[src/design/hsl2rgb_pkg.sv]
// ----------------------------------------------------------------------------
// HSL to RGB converter package
// Field layout, hue constants, reciprocal constants and the hue ramp factor.
// ----------------------------------------------------------------------------
package hsl2rgb_pkg;

  parameter int FRAC_BITS_DEF = 12;

  parameter int HUE_W     = 16;
  parameter int FRAC_IN_W = 13;
  parameter int BYTE_W    = 8;

  parameter int SAT_LSB   = HUE_W;
  parameter int LIGHT_LSB = SAT_LSB + FRAC_IN_W;
  parameter int ALPHA_LSB = LIGHT_LSB + FRAC_IN_W;
  parameter int IN_BITS   = ALPHA_LSB + FRAC_IN_W;
  parameter int IN_DATA_W = ((IN_BITS + 7) / 8) * 8;
  parameter int OUT_DATA_W = 4 * BYTE_W;

  parameter int HUE_TURN       = 5760;
  parameter int HUE_SIXTH      = 960;
  parameter int HUE_THIRD      = 1920;
  parameter int HUE_HALF       = 2880;
  parameter int HUE_TWO_THIRDS = 3840;

  // (hue + 2^15) + HUE_BIAS is hue plus six full turns
  parameter int HUE_BIAS  = 1792;
  parameter int HUE_X_W   = 17;
  parameter int HUE_T_W   = 13;
  // floor(y / 45) for y < 526, and floor(y / 15) for y < 4096, as (y * R) >> 16
  parameter int HUE_RECIP  = 1457;
  parameter int BYTE_RECIP = 4370;

  parameter int FACTOR_W = 10;

  function automatic logic [FACTOR_W-1:0] ramp_factor(input logic [HUE_T_W-1:0] t);
    logic [FACTOR_W-1:0] f;
    if (t < HUE_T_W'(HUE_SIXTH)) begin
      f = t[FACTOR_W-1:0];
    end else if (t < HUE_T_W'(HUE_HALF)) begin
      f = FACTOR_W'(HUE_SIXTH);
    end else if (t < HUE_T_W'(HUE_TWO_THIRDS)) begin
      f = FACTOR_W'(HUE_T_W'(HUE_TWO_THIRDS) - t);
    end else begin
      f = '0;
    end
    return f;
  endfunction

endpackage

[src/design/hsl_to_rgb_converter_top.sv]
// ----------------------------------------------------------------------------
// HSL to RGB converter
// Seven-stage pipeline: hue wrap, p/q rule, per-channel ramp, byte rounding.
// ----------------------------------------------------------------------------
// Takes one color request per clock and returns its red, green, blue and alpha
// bytes once it has passed all seven register stages. The stages each hold a valid bit
// and stall on their own, so a bubble is filled while the output waits;
// s_tready follows m_tready combinationally through the stage enables.
// Throughput is one request per cycle for as long as m_tready is high.
module hsl_to_rgb_converter_top #(
  parameter int FRAC_BITS = hsl2rgb_pkg::FRAC_BITS_DEF
) (
  input  logic                               clk,
  input  logic                               rst,
  input  logic                               s_tvalid,
  output logic                               s_tready,
  // hue_in[15:0], saturation_in[28:16], lightness_in[41:29], alpha_in[54:42]
  input  logic [hsl2rgb_pkg::IN_DATA_W-1:0]  s_tdata,
  output logic                               m_tvalid,
  input  logic                               m_tready,
  // red_out[7:0], green_out[15:8], blue_out[23:16], alpha_out[31:24]
  output logic [hsl2rgb_pkg::OUT_DATA_W-1:0] m_tdata
);

  localparam int F   = FRAC_BITS;
  localparam int FW  = F + 1;
  localparam int IW  = hsl2rgb_pkg::FRAC_IN_W;
  localparam int EW  = (IW > FW) ? IW : FW;
  localparam int PW  = 2 * F + 2;
  localparam int QW  = 2 * F + 1;
  localparam int NW  = 2 * F + 10;
  localparam int MW  = NW + 9;
  localparam int SH  = 2 * F;
  localparam int AW  = F + 10;
  localparam int XW  = hsl2rgb_pkg::HUE_X_W;
  localparam int TW  = hsl2rgb_pkg::HUE_T_W;
  localparam int KW  = hsl2rgb_pkg::FACTOR_W;
  localparam int BW  = hsl2rgb_pkg::BYTE_W;
  localparam int NST = 7;

  localparam logic [EW-1:0] ONE_E = EW'(1) << F;

  logic [NST:1]   v;
  logic [NST+1:1] en;

  always_comb begin
    en[NST+1] = m_tready;
    for (int k = NST; k >= 1; k--) begin
      en[k] = !v[k] || en[k+1];
    end
  end

  always_ff @(posedge clk) begin
    if (rst) begin
      v <= '0;
    end else begin
      if (en[1]) begin
        v[1] <= s_tvalid;
      end
      for (int k = 2; k <= NST; k++) begin
        if (en[k]) begin
          v[k] <= v[k-1];
        end
      end
    end
  end

  assign s_tready = en[1];
  assign m_tvalid = v[NST];

  // stage 1: bias hue, clamp fractions
  logic [EW-1:0] s_ext, l_ext, a_ext;
  logic [XW-1:0] x_in;
  logic [XW-1:0] x1;
  logic [FW-1:0] s1, l1, a1;

  always_comb begin
    s_ext = EW'(s_tdata[hsl2rgb_pkg::SAT_LSB +: IW]);
    l_ext = EW'(s_tdata[hsl2rgb_pkg::LIGHT_LSB +: IW]);
    a_ext = EW'(s_tdata[hsl2rgb_pkg::ALPHA_LSB +: IW]);
    x_in  = XW'({~s_tdata[hsl2rgb_pkg::HUE_W-1], s_tdata[hsl2rgb_pkg::HUE_W-2:0]})
          + XW'(hsl2rgb_pkg::HUE_BIAS);
  end

  always_ff @(posedge clk) begin
    if (en[1]) begin
      x1 <= x_in;
      s1 <= (s_ext > ONE_E) ? FW'(ONE_E) : FW'(s_ext);
      l1 <= (l_ext > ONE_E) ? FW'(ONE_E) : FW'(l_ext);
      a1 <= (a_ext > ONE_E) ? FW'(ONE_E) : FW'(a_ext);
    end
  end

  // stage 2: turn count, l*s, alpha byte
  logic [20:0]   hq_prod;
  logic [AW-1:0] a_sum;
  logic [XW-1:0] x2;
  logic [3:0]    qh2;
  logic [PW-1:0] ls2;
  logic [FW-1:0] s2, l2;
  logic [BW-1:0] ab2, ab3, ab4, ab5, ab6;

  always_comb begin
    hq_prod = 21'(x1[XW-1:7]) * 21'(hsl2rgb_pkg::HUE_RECIP);
    a_sum   = AW'(a1) * AW'(510) + (AW'(1) << F);
  end

  always_ff @(posedge clk) begin
    if (en[2]) begin
      x2  <= x1;
      qh2 <= hq_prod[19:16];
      ls2 <= PW'(l1) * PW'(s1);
      s2  <= s1;
      l2  <= l1;
      ab2 <= a_sum[F+8:F+1];
    end
  end

  // stage 3: wrapped hue, q
  logic [XW-1:0] h_full;
  logic [PW-1:0] q_lo, q_hi;
  logic          l_low;
  logic [TW-1:0] h3;
  logic [QW-1:0] q3;
  logic [FW-1:0] l3;

  always_comb begin
    h_full = x2 - XW'(qh2) * XW'(hsl2rgb_pkg::HUE_TURN);
    l_low  = ((F + 2)'(l2) << 1) < ((F + 2)'(1) << F);
    q_lo   = (PW'(l2) << F) + ls2;
    q_hi   = ((PW'(l2) + PW'(s2)) << F) - ls2;
  end

  always_ff @(posedge clk) begin
    if (en[3]) begin
      h3  <= h_full[TW-1:0];
      q3  <= l_low ? QW'(q_lo) : QW'(q_hi);
      l3  <= l2;
      ab3 <= ab2;
    end
  end

  // stage 4: p, q - p, channel ramp factors
  logic [PW-1:0] p_full;
  logic [TW:0]   t_r_raw, t_b_raw;
  logic [TW-1:0] t_r, t_b;
  logic [QW-1:0] p4, d4;
  logic [KW-1:0] f4 [3];

  always_comb begin
    p_full  = (PW'(l3) << (F + 1)) - PW'(q3);
    t_r_raw = (TW + 1)'(h3) + (TW + 1)'(hsl2rgb_pkg::HUE_THIRD);
    t_b_raw = (TW + 1)'(h3) + (TW + 1)'(hsl2rgb_pkg::HUE_TWO_THIRDS);
    t_r = (t_r_raw >= (TW + 1)'(hsl2rgb_pkg::HUE_TURN)) ?
          TW'(t_r_raw - (TW + 1)'(hsl2rgb_pkg::HUE_TURN)) : t_r_raw[TW-1:0];
    t_b = (t_b_raw >= (TW + 1)'(hsl2rgb_pkg::HUE_TURN)) ?
          TW'(t_b_raw - (TW + 1)'(hsl2rgb_pkg::HUE_TURN)) : t_b_raw[TW-1:0];
  end

  always_ff @(posedge clk) begin
    if (en[4]) begin
      p4    <= QW'(p_full);
      d4    <= q3 - QW'(p_full);
      f4[0] <= hsl2rgb_pkg::ramp_factor(t_r);
      f4[1] <= hsl2rgb_pkg::ramp_factor(h3);
      f4[2] <= hsl2rgb_pkg::ramp_factor(t_b);
      ab4   <= ab3;
    end
  end

  // stage 5: channel numerators scaled by one sixth turn times one squared
  logic [NW-1:0] n5 [3];

  always_ff @(posedge clk) begin
    if (en[5]) begin
      for (int c = 0; c < 3; c++) begin
        n5[c] <= NW'(p4) * NW'(hsl2rgb_pkg::HUE_SIXTH) + NW'(d4) * NW'(f4[c]);
      end
      ab5 <= ab4;
    end
  end

  // stage 6: times 510, drop the fraction, add half of the divisor
  logic [MW-1:0] m_full [3];
  logic [18:0]   y_full [3];
  logic [11:0]   y6     [3];

  always_comb begin
    for (int c = 0; c < 3; c++) begin
      m_full[c] = (MW'(n5[c]) << 9) - (MW'(n5[c]) << 1);
      y_full[c] = 19'(m_full[c] >> SH) + 19'(hsl2rgb_pkg::HUE_SIXTH);
    end
  end

  always_ff @(posedge clk) begin
    if (en[6]) begin
      for (int c = 0; c < 3; c++) begin
        y6[c] <= y_full[c][18:7];
      end
      ab6 <= ab5;
    end
  end

  // stage 7: divide by fifteen, clamp
  logic [24:0]   b_prod [3];
  logic [BW:0]   b_raw  [3];
  logic [BW-1:0] b7     [3];
  logic [BW-1:0] ab7;

  always_comb begin
    for (int c = 0; c < 3; c++) begin
      b_prod[c] = 25'(y6[c]) * 25'(hsl2rgb_pkg::BYTE_RECIP);
      b_raw[c]  = b_prod[c][24:16];
    end
  end

  always_ff @(posedge clk) begin
    if (en[7]) begin
      for (int c = 0; c < 3; c++) begin
        b7[c] <= (b_raw[c] > (BW + 1)'(255)) ? BW'(255) : b_raw[c][BW-1:0];
      end
      ab7 <= ab6;
    end
  end

  assign m_tdata = {ab7, b7[2], b7[1], b7[0]};

`ifndef ASSERT_OFF
  a_ready_has_room: assert property (@(posedge clk) disable iff (rst)
    s_tready |-> (!(&v) || m_tready))
    else $error("input taken with a full, stalled pipeline");

  a_accept_enters: assert property (@(posedge clk) disable iff (rst)
    (s_tvalid && s_tready) |=> v[1])
    else $error("accepted request missing from first stage");

  a_hue_wrapped: assert property (@(posedge clk) disable iff (rst)
    v[3] |-> (h3 < TW'(hsl2rgb_pkg::HUE_TURN)))
    else $error("hue not wrapped into one turn");

  a_q_bounded: assert property (@(posedge clk) disable iff (rst)
    v[3] |-> (q3 <= (QW'(1) << SH)))
    else $error("q above one");
`endif

endmodule

[config.mk]
export PLATFORM = sky130hd
export DESIGN_NAME = hsl_to_rgb_converter_top
export DESIGN_NICKNAME = d
export VERILOG_FILES = /design/src/design/hsl2rgb_pkg.sv /design/src/design/hsl_to_rgb_converter_top.sv
export SDC_FILE = /design/constraint.sdc
export NUM_CORES = 2
export LEC_CHECK = 0
export BUFFER_PORTS_ARGS = -buffer_cell sky130_fd_sc_hd__buf_2
export CORE_MARGIN = 2
export CORE_UTILIZATION = 60
export DETAILED_ROUTE_END_ITERATION = 10
export PLACE_DENSITY = 0.86
export SKIP_LAST_GASP = 1
export SYNTH_ARGS = -nofsm -noshare
export SYNTH_HDL_FRONTEND = slang
export SYNTH_SLANG_ARGS = --single-unit
[constraint.sdc]
create_clock -name clk -period 9 [get_ports clk]
set_input_delay 1.8 -clock clk [delete_from_list [all_inputs] [get_ports clk]]
set_output_delay 1.8 -clock clk [all_outputs]
set_load 0.01 [all_outputs]
Word level (Yosys, flattened, before mapping) --
Memories as Yosys holds them, arrays and structs flattened. Cells that the tools add are included.
Word-level totals: input bits 60, memory bits (writable) 192, output and inout bits 34, memories 4, word-level logic and storage cells 125, register bits 279
Operators by class: $lt $le $gt $ge 18, add/sub/neg operators 24, reduce and logical (&&, ||, !) cells 14, bitwise gates (word level) 1, multiply operators 11, muxes and demuxes 26
Memory list:
- n5 | words 3, width 34, read ports 3, clocked after memory_dff 0, write ports 3, line hsl_to_rgb_converter_top.sv:172 | logic [NW-1:0] n5 [3];
- y6 | words 3, width 12, read ports 3, clocked after memory_dff 0, write ports 3, line hsl_to_rgb_converter_top.sv:186 | logic [11:0] y6 [3];
- f4 | words 3, width 10, read ports 3, clocked after memory_dff 0, write ports 3, line hsl_to_rgb_converter_top.sv:148 | logic [KW-1:0] f4 [3];
- b7 | words 3, width 8, read ports 3, clocked after memory_dff 0, write ports 3, line hsl_to_rgb_converter_top.sv:207 | logic [BW-1:0] b7 [3];
Operators by type and width (number):
- $sub 43x35->43 | 3
- $mux 10 | 12
- $add 34x34->34 | 3
- $mul 25x10->34 | 3
- $lt 13x12->1 const B | 6
- $sub 25x25->25 | 3
- $mul 12x12->24 const B | 3
- $add 19x10->19 const B | 3
- $gt 13x13->1 const B | 3
- $lt 13x10->1 const B | 3
- $sub 10x10->10 const A | 3
- $ge 14x13->1 const B | 2
- $mul 25x4->28 const B | 1
- $gt 9x8->1 const B | 3
- $mux 13 | 2
- $sub 13x13->13 const B | 2
- $add 25x25->25 | 1
- $mul 13x13->25 | 1
- $mux 25 | 1
- $mux 8 | 3
- $add 21x13->21 const B | 1
- $mul 10x11->20 const B | 1
- $mul 13x8->20 const B | 1
- $add 16x11->17 const B | 1
- other kinds (10) | 29

Logic depth before layout (Yosys ltp) --
depth after elaboration 8, gate-level depth with buffers 31, depth with buffers taken out 31

Worst setup path before layout --
OpenSTA, ideal clock, no wires.
path kind register to register, start register p4[3], end memory n5[0][33] (netlist bit) (data pin), path buffers 1, cell stages (with the launch flop) 32, data arrival time 7259 ps, clock period less this slack 7525 ps, data required time 8734 ps, library setup time 266 ps, slack 1475 ps, cells stage by stage edfxtp_1 -> inv_1 -> fa_1 -> fa_1 -> inv_1 -> ha_1 -> nor2b_1 -> o21a_1 -> o21ai_0 -> a21oi_1 -> o31a_1 -> o31ai_1 -> nand2b_1 -> a21o_1 -> a21o_1 -> a21o_1 -> xnor2_1 -> fa_1 -> fa_1 -> fa_1 -> inv_1 -> ha_1 -> clkbuf_1 -> a211oi_1 -> nand2_1 -> a31oi_1 -> o22ai_1 -> a21o_1 -> o31a_1 -> a41o_1 -> o41ai_1 -> xnor2_1
RTL lines:
- start: declaration | line hsl_to_rgb_converter_top.sv:147 | logic [QW-1:0] p4, d4;
- start signal: assignment | line hsl_to_rgb_converter_top.sv:162 | p4 <= QW'(p_full);
- end: declaration | line hsl_to_rgb_converter_top.sv:172

==> results by group <==
Run status
  • Run status: finished, final reports clean

Yosys
  • Synthesized area divided by synthesized cell count: between 10 and 15 µm²
  • Synth top area cells: sky130_fd_sc_hd__fa_1 28%, sky130_fd_sc_hd__edfxtp_1 22%, sky130_fd_sc_hd__ha_1 15%, sky130_fd_sc_hd__inv_1 6.8%, sky130_fd_sc_hd__nand2_1 4.3%
  • Post-synthesis cell type with the largest combined area: sky130_fd_sc_hd__fa_1
  • Total of warnings raised by yosys: 0
  • Mapped cell area: 0.0624 mm²
  • Top-area cell type share of the netlist area: 0.284
  • Count of flip-flops with a built-in enable after synthesis: 460
  • Synthesized netlist cell count: approximately 6.2k
  • Flip-flop and latch count after synthesis: roughly 470
  • Sequential area share after synthesis: 0.223
  • Main flop type after synthesis: sky130_fd_sc_hd__edfxtp_1
  • Ys async rst share: 0
  • Post-synthesis cell type count: 85

Place
  • Count of buffers inserted at the top-level ports: around 90
  • Cell total after placement: 7565
  • Cell Area, Placed: approximately 0.064 mm²
  • Final weighted congestion in routability-driven placement: between 0.9 and 1
  • Dpl hpwl: between 100000 and 150000 µm

Clock tree
  • Clock H-tree levels: 2
  • Cts-stage hold buffer count: 0
  • Clock transition at the registers of the reported paths: approximately 0.07 ns
  • Root buffer cell: sky130_fd_sc_hd__clkbuf_16
  • Sink Count: between 400 and 500
  • Post-CTS sizing: 0
  • Clock latency on the worst-skew pair: 0.67 ns
  • Longest Clk Path Bufs: 3
  • Setup Buffers After CTS: 0
  • Cts bufs inserted: 53
  • TritonCTS clock tree: built

Layout
  • Sequential Area: roughly 0.014 mm²
  • Filler cell count: between 7k and 8k
  • Area of the multi-input gates: roughly 0.044 mm²
  • Core Util, Final: 0.640
  • Fraction of layout instances using a drive strength above 1: 0.0419
  • Post-route standard cell area excluding fillers: 0.0662 mm²
  • Area Overhead vs Synth: 5.94%
  • Nets: between 7k and 8k
  • Post-route insts no fill: 7664

Timing
  • Fin crit period: ~8.4 ns
  • Max Clock Skew: 0.0363 ns
  • Max-Slew Margin vs Limit: 0.186
  • Top achievable clock speed: 0.119 GHz
  • Number of setup violations in the final report: 0
  • Least-Margin Pin Slew: 1.22 ns
  • Number of max-slew violations in the final report: 0
  • Unrepaired setup endpoints after global routing: false
  • Fraction of the cycle the final worst path needs: 0.931
  • Final Hold Fails: 0
  • Setup_tns: 0 ns

Global routing
  • Number of antenna violations at the first check in global routing: 0
  • GRT Overall Usage: 0.274
  • Sum of overflow across all layers after global routing: 0
  • First-pass GRT wire length: between 200000 and 250000 µm
  • Maximum number of pins on one net before global-route repair: slightly below 80
  • Vias in the first global route: between 40k and 50k

Detailed routing
  • Wirelength per Cell: between 15 and 20 µm
  • Remaining DRCs: 0
  • Total wire length after detailed routing: 141000 µm
  • Number of vias per cell: slightly below 6
  • Drt pass-1 iters: 8
  • First DRT Iteration DRCs: 3446
  • Total via count in the routed design: roughly 44k
  • Post-DRT Antenna Nets: 0

Setup path
  • Data required time of the critical path: 9.41 ns
  • Endpoint class of the critical path: flip-flop
  • Largest driver fanout on the critical path: 7
  • Maximum cell stage delay along the critical path: around 0.5 ns
  • Signal arrival time at the worst endpoint: 8.78 ns
  • Category of the most critical setup path: reg2reg
  • Cell mode on critical path: sky130_fd_sc_hd__fa_1
  • Cell type of the slowest stage on the worst timing path: sky130_fd_sc_hd__fa_1
  • Setup crit start kind: flip-flop

Job
  • Number of max-cap violations: 0

Die
  • DIE HEIGHT: 327 µm
  • Die Span X: 327 µm
  • Number of primary I/O pins: 94
  • Total die area: about 0.11 mm²
  • Core Area: between 0.1 and 0.15 mm²
  • Number of rows in the core area: ~120
  • Initial Utilization: 0.604

Min path
  • Worst min-delay path class: reg2reg
-- per-layer routing --
metal	wire length (µm)	vias to the layer above	global-route usage
li1	-	20200	-
met2	69000	1929	0.472
met5	0	-	0
met3	11100	490	0.0447
met4	8060	0	0.143
met1	53100	21900	0.331
-- sequential cells by signal (all words and copies together), names as in the netlist, 12 cells and up --
name / count
l1: 13
x1: 17
p4: 25
a1: 13
n5: 99
x2: 13
s2: 13
b7: 24
f4: 30
s1: 13
ls2: 25
l2: 13
l3: 12
d4: 24
q3: 25
h3: 13
y6: 36
-- path summary, 6_finish.rpt --
kind           from         to  slack (ns)  cells past startpoint
max           p4[3]  n5[0][33]        0.62                     31
min          ab3[5]     ab4[5]        0.42                      0
max reg2reg   p4[3]  n5[0][33]        0.62                     31
min reg2reg  ab3[5]     ab4[5]        0.42                      0
-- Yosys cell counts, types with 49 or more instances --
cell type and count:
sky130_fd_sc_hd__nor2b_1 66, sky130_fd_sc_hd__o21ai_0 107, sky130_fd_sc_hd__inv_1 1129, sky130_fd_sc_hd__nor2_1 173
sky130_fd_sc_hd__o21bai_1 49, sky130_fd_sc_hd__nand2_1 719, sky130_fd_sc_hd__clkbuf_1 195, sky130_fd_sc_hd__and2_1 337
sky130_fd_sc_hd__a21o_1 133, sky130_fd_sc_hd__xor2_1 108, sky130_fd_sc_hd__nand3_1 62, sky130_fd_sc_hd__ha_1 727
sky130_fd_sc_hd__a21oi_1 233, sky130_fd_sc_hd__nor3_1 73, sky130_fd_sc_hd__edfxtp_1 460, sky130_fd_sc_hd__fa_1 887
sky130_fd_sc_hd__xnor2_1 259
-- cell type report --
cell class / instances / share of cell area
Inverter: 1130 / 0.0641
Sequential cell: 467 / 0.211
Clock inverter: 44 / 0.00779
Multi-Input combinational cell: 4451 / 0.659
Clock buffer: 54 / 0.0201
Antenna cell: 1 / 0.0000378
Timing Repair Buffer: 137 / 0.0121
Tap cell: 1380 / 0.0261
-- worst max-delay path: cells and delay by family (launching register included) --
family	cells	cell delay (ns)
AOI/OAI and AO/OA	15	3.54
xor gates and xnor gates	2	0.31
adders and majority gates	7	3.09
buffers and inverters	4	0.45
DFF	1	0.43
and+or+nand+nor	3	0.33
-- cell families (layout without fill, tap and decap cells) --
kind of cell,Yosys count,count (layout),synth area share
fa+ha+maj,1616,1616,0.430
xor+xnor,367,367,0.0515
flops,467,467,0.223
buf+inv,1328,1365,0.0799
mux,24,24,0.00409
compound gates,782,782,0.0828
simple gates,1644,1644,0.128
other cells,2,19,0.000120
-- cell usage in the layout (no fill, tap or decap), drive strengths merged, types with 9 or more instances in the layout --
master / Yosys / routed
a221oi: 9 / 9
a21oi: 234 / 234
and3: 36 / 36
or3: 27 / 27
nor3: 73 / 73
o21ai: 110 / 110
nand2: 719 / 719
bufinv: 0 / 9
xor2: 108 / 108
fa: 887 / 887
clkbuf: 195 / 54
nor4: 21 / 21
a21o: 133 / 133
a211o: 10 / 10
a22o: 9 / 9
xnor2: 259 / 259
nand3: 62 / 62
o31ai: 21 / 21
clkinv: 1 / 28
edfxtp: 460 / 460
mux2i: 22 / 22
a211oi: 23 / 23
nand4: 34 / 34
a41o: 9 / 9
conb: 2 / 18
o21bai: 49 / 49
and2: 337 / 337
o21a: 23 / 23
a31o: 14 / 14
nor2: 173 / 173
buf: 3 / 137
nor3b: 10 / 10
o211ai: 13 / 13
or2: 14 / 14
nand2b: 38 / 38
nor2b: 66 / 66
o2111ai: 10 / 10
a31oi: 33 / 33
ha: 727 / 727
inv: 1129 / 1130
-- through the flow --
step / worst slack, ns / hold slack (ns)
after floorplan: 1.48 / 0.400
after global placement: 0.979 / 0.404
after detailed placement: 0.704 / 0.405
after CTS: 0.682 / 0.417
after global routing: 0.241 / 0.421
final: 0.624 / 0.416
Power is not shown: default switching activity piles up to over one toggle a cycle in this logic, so the estimate is an artifact.
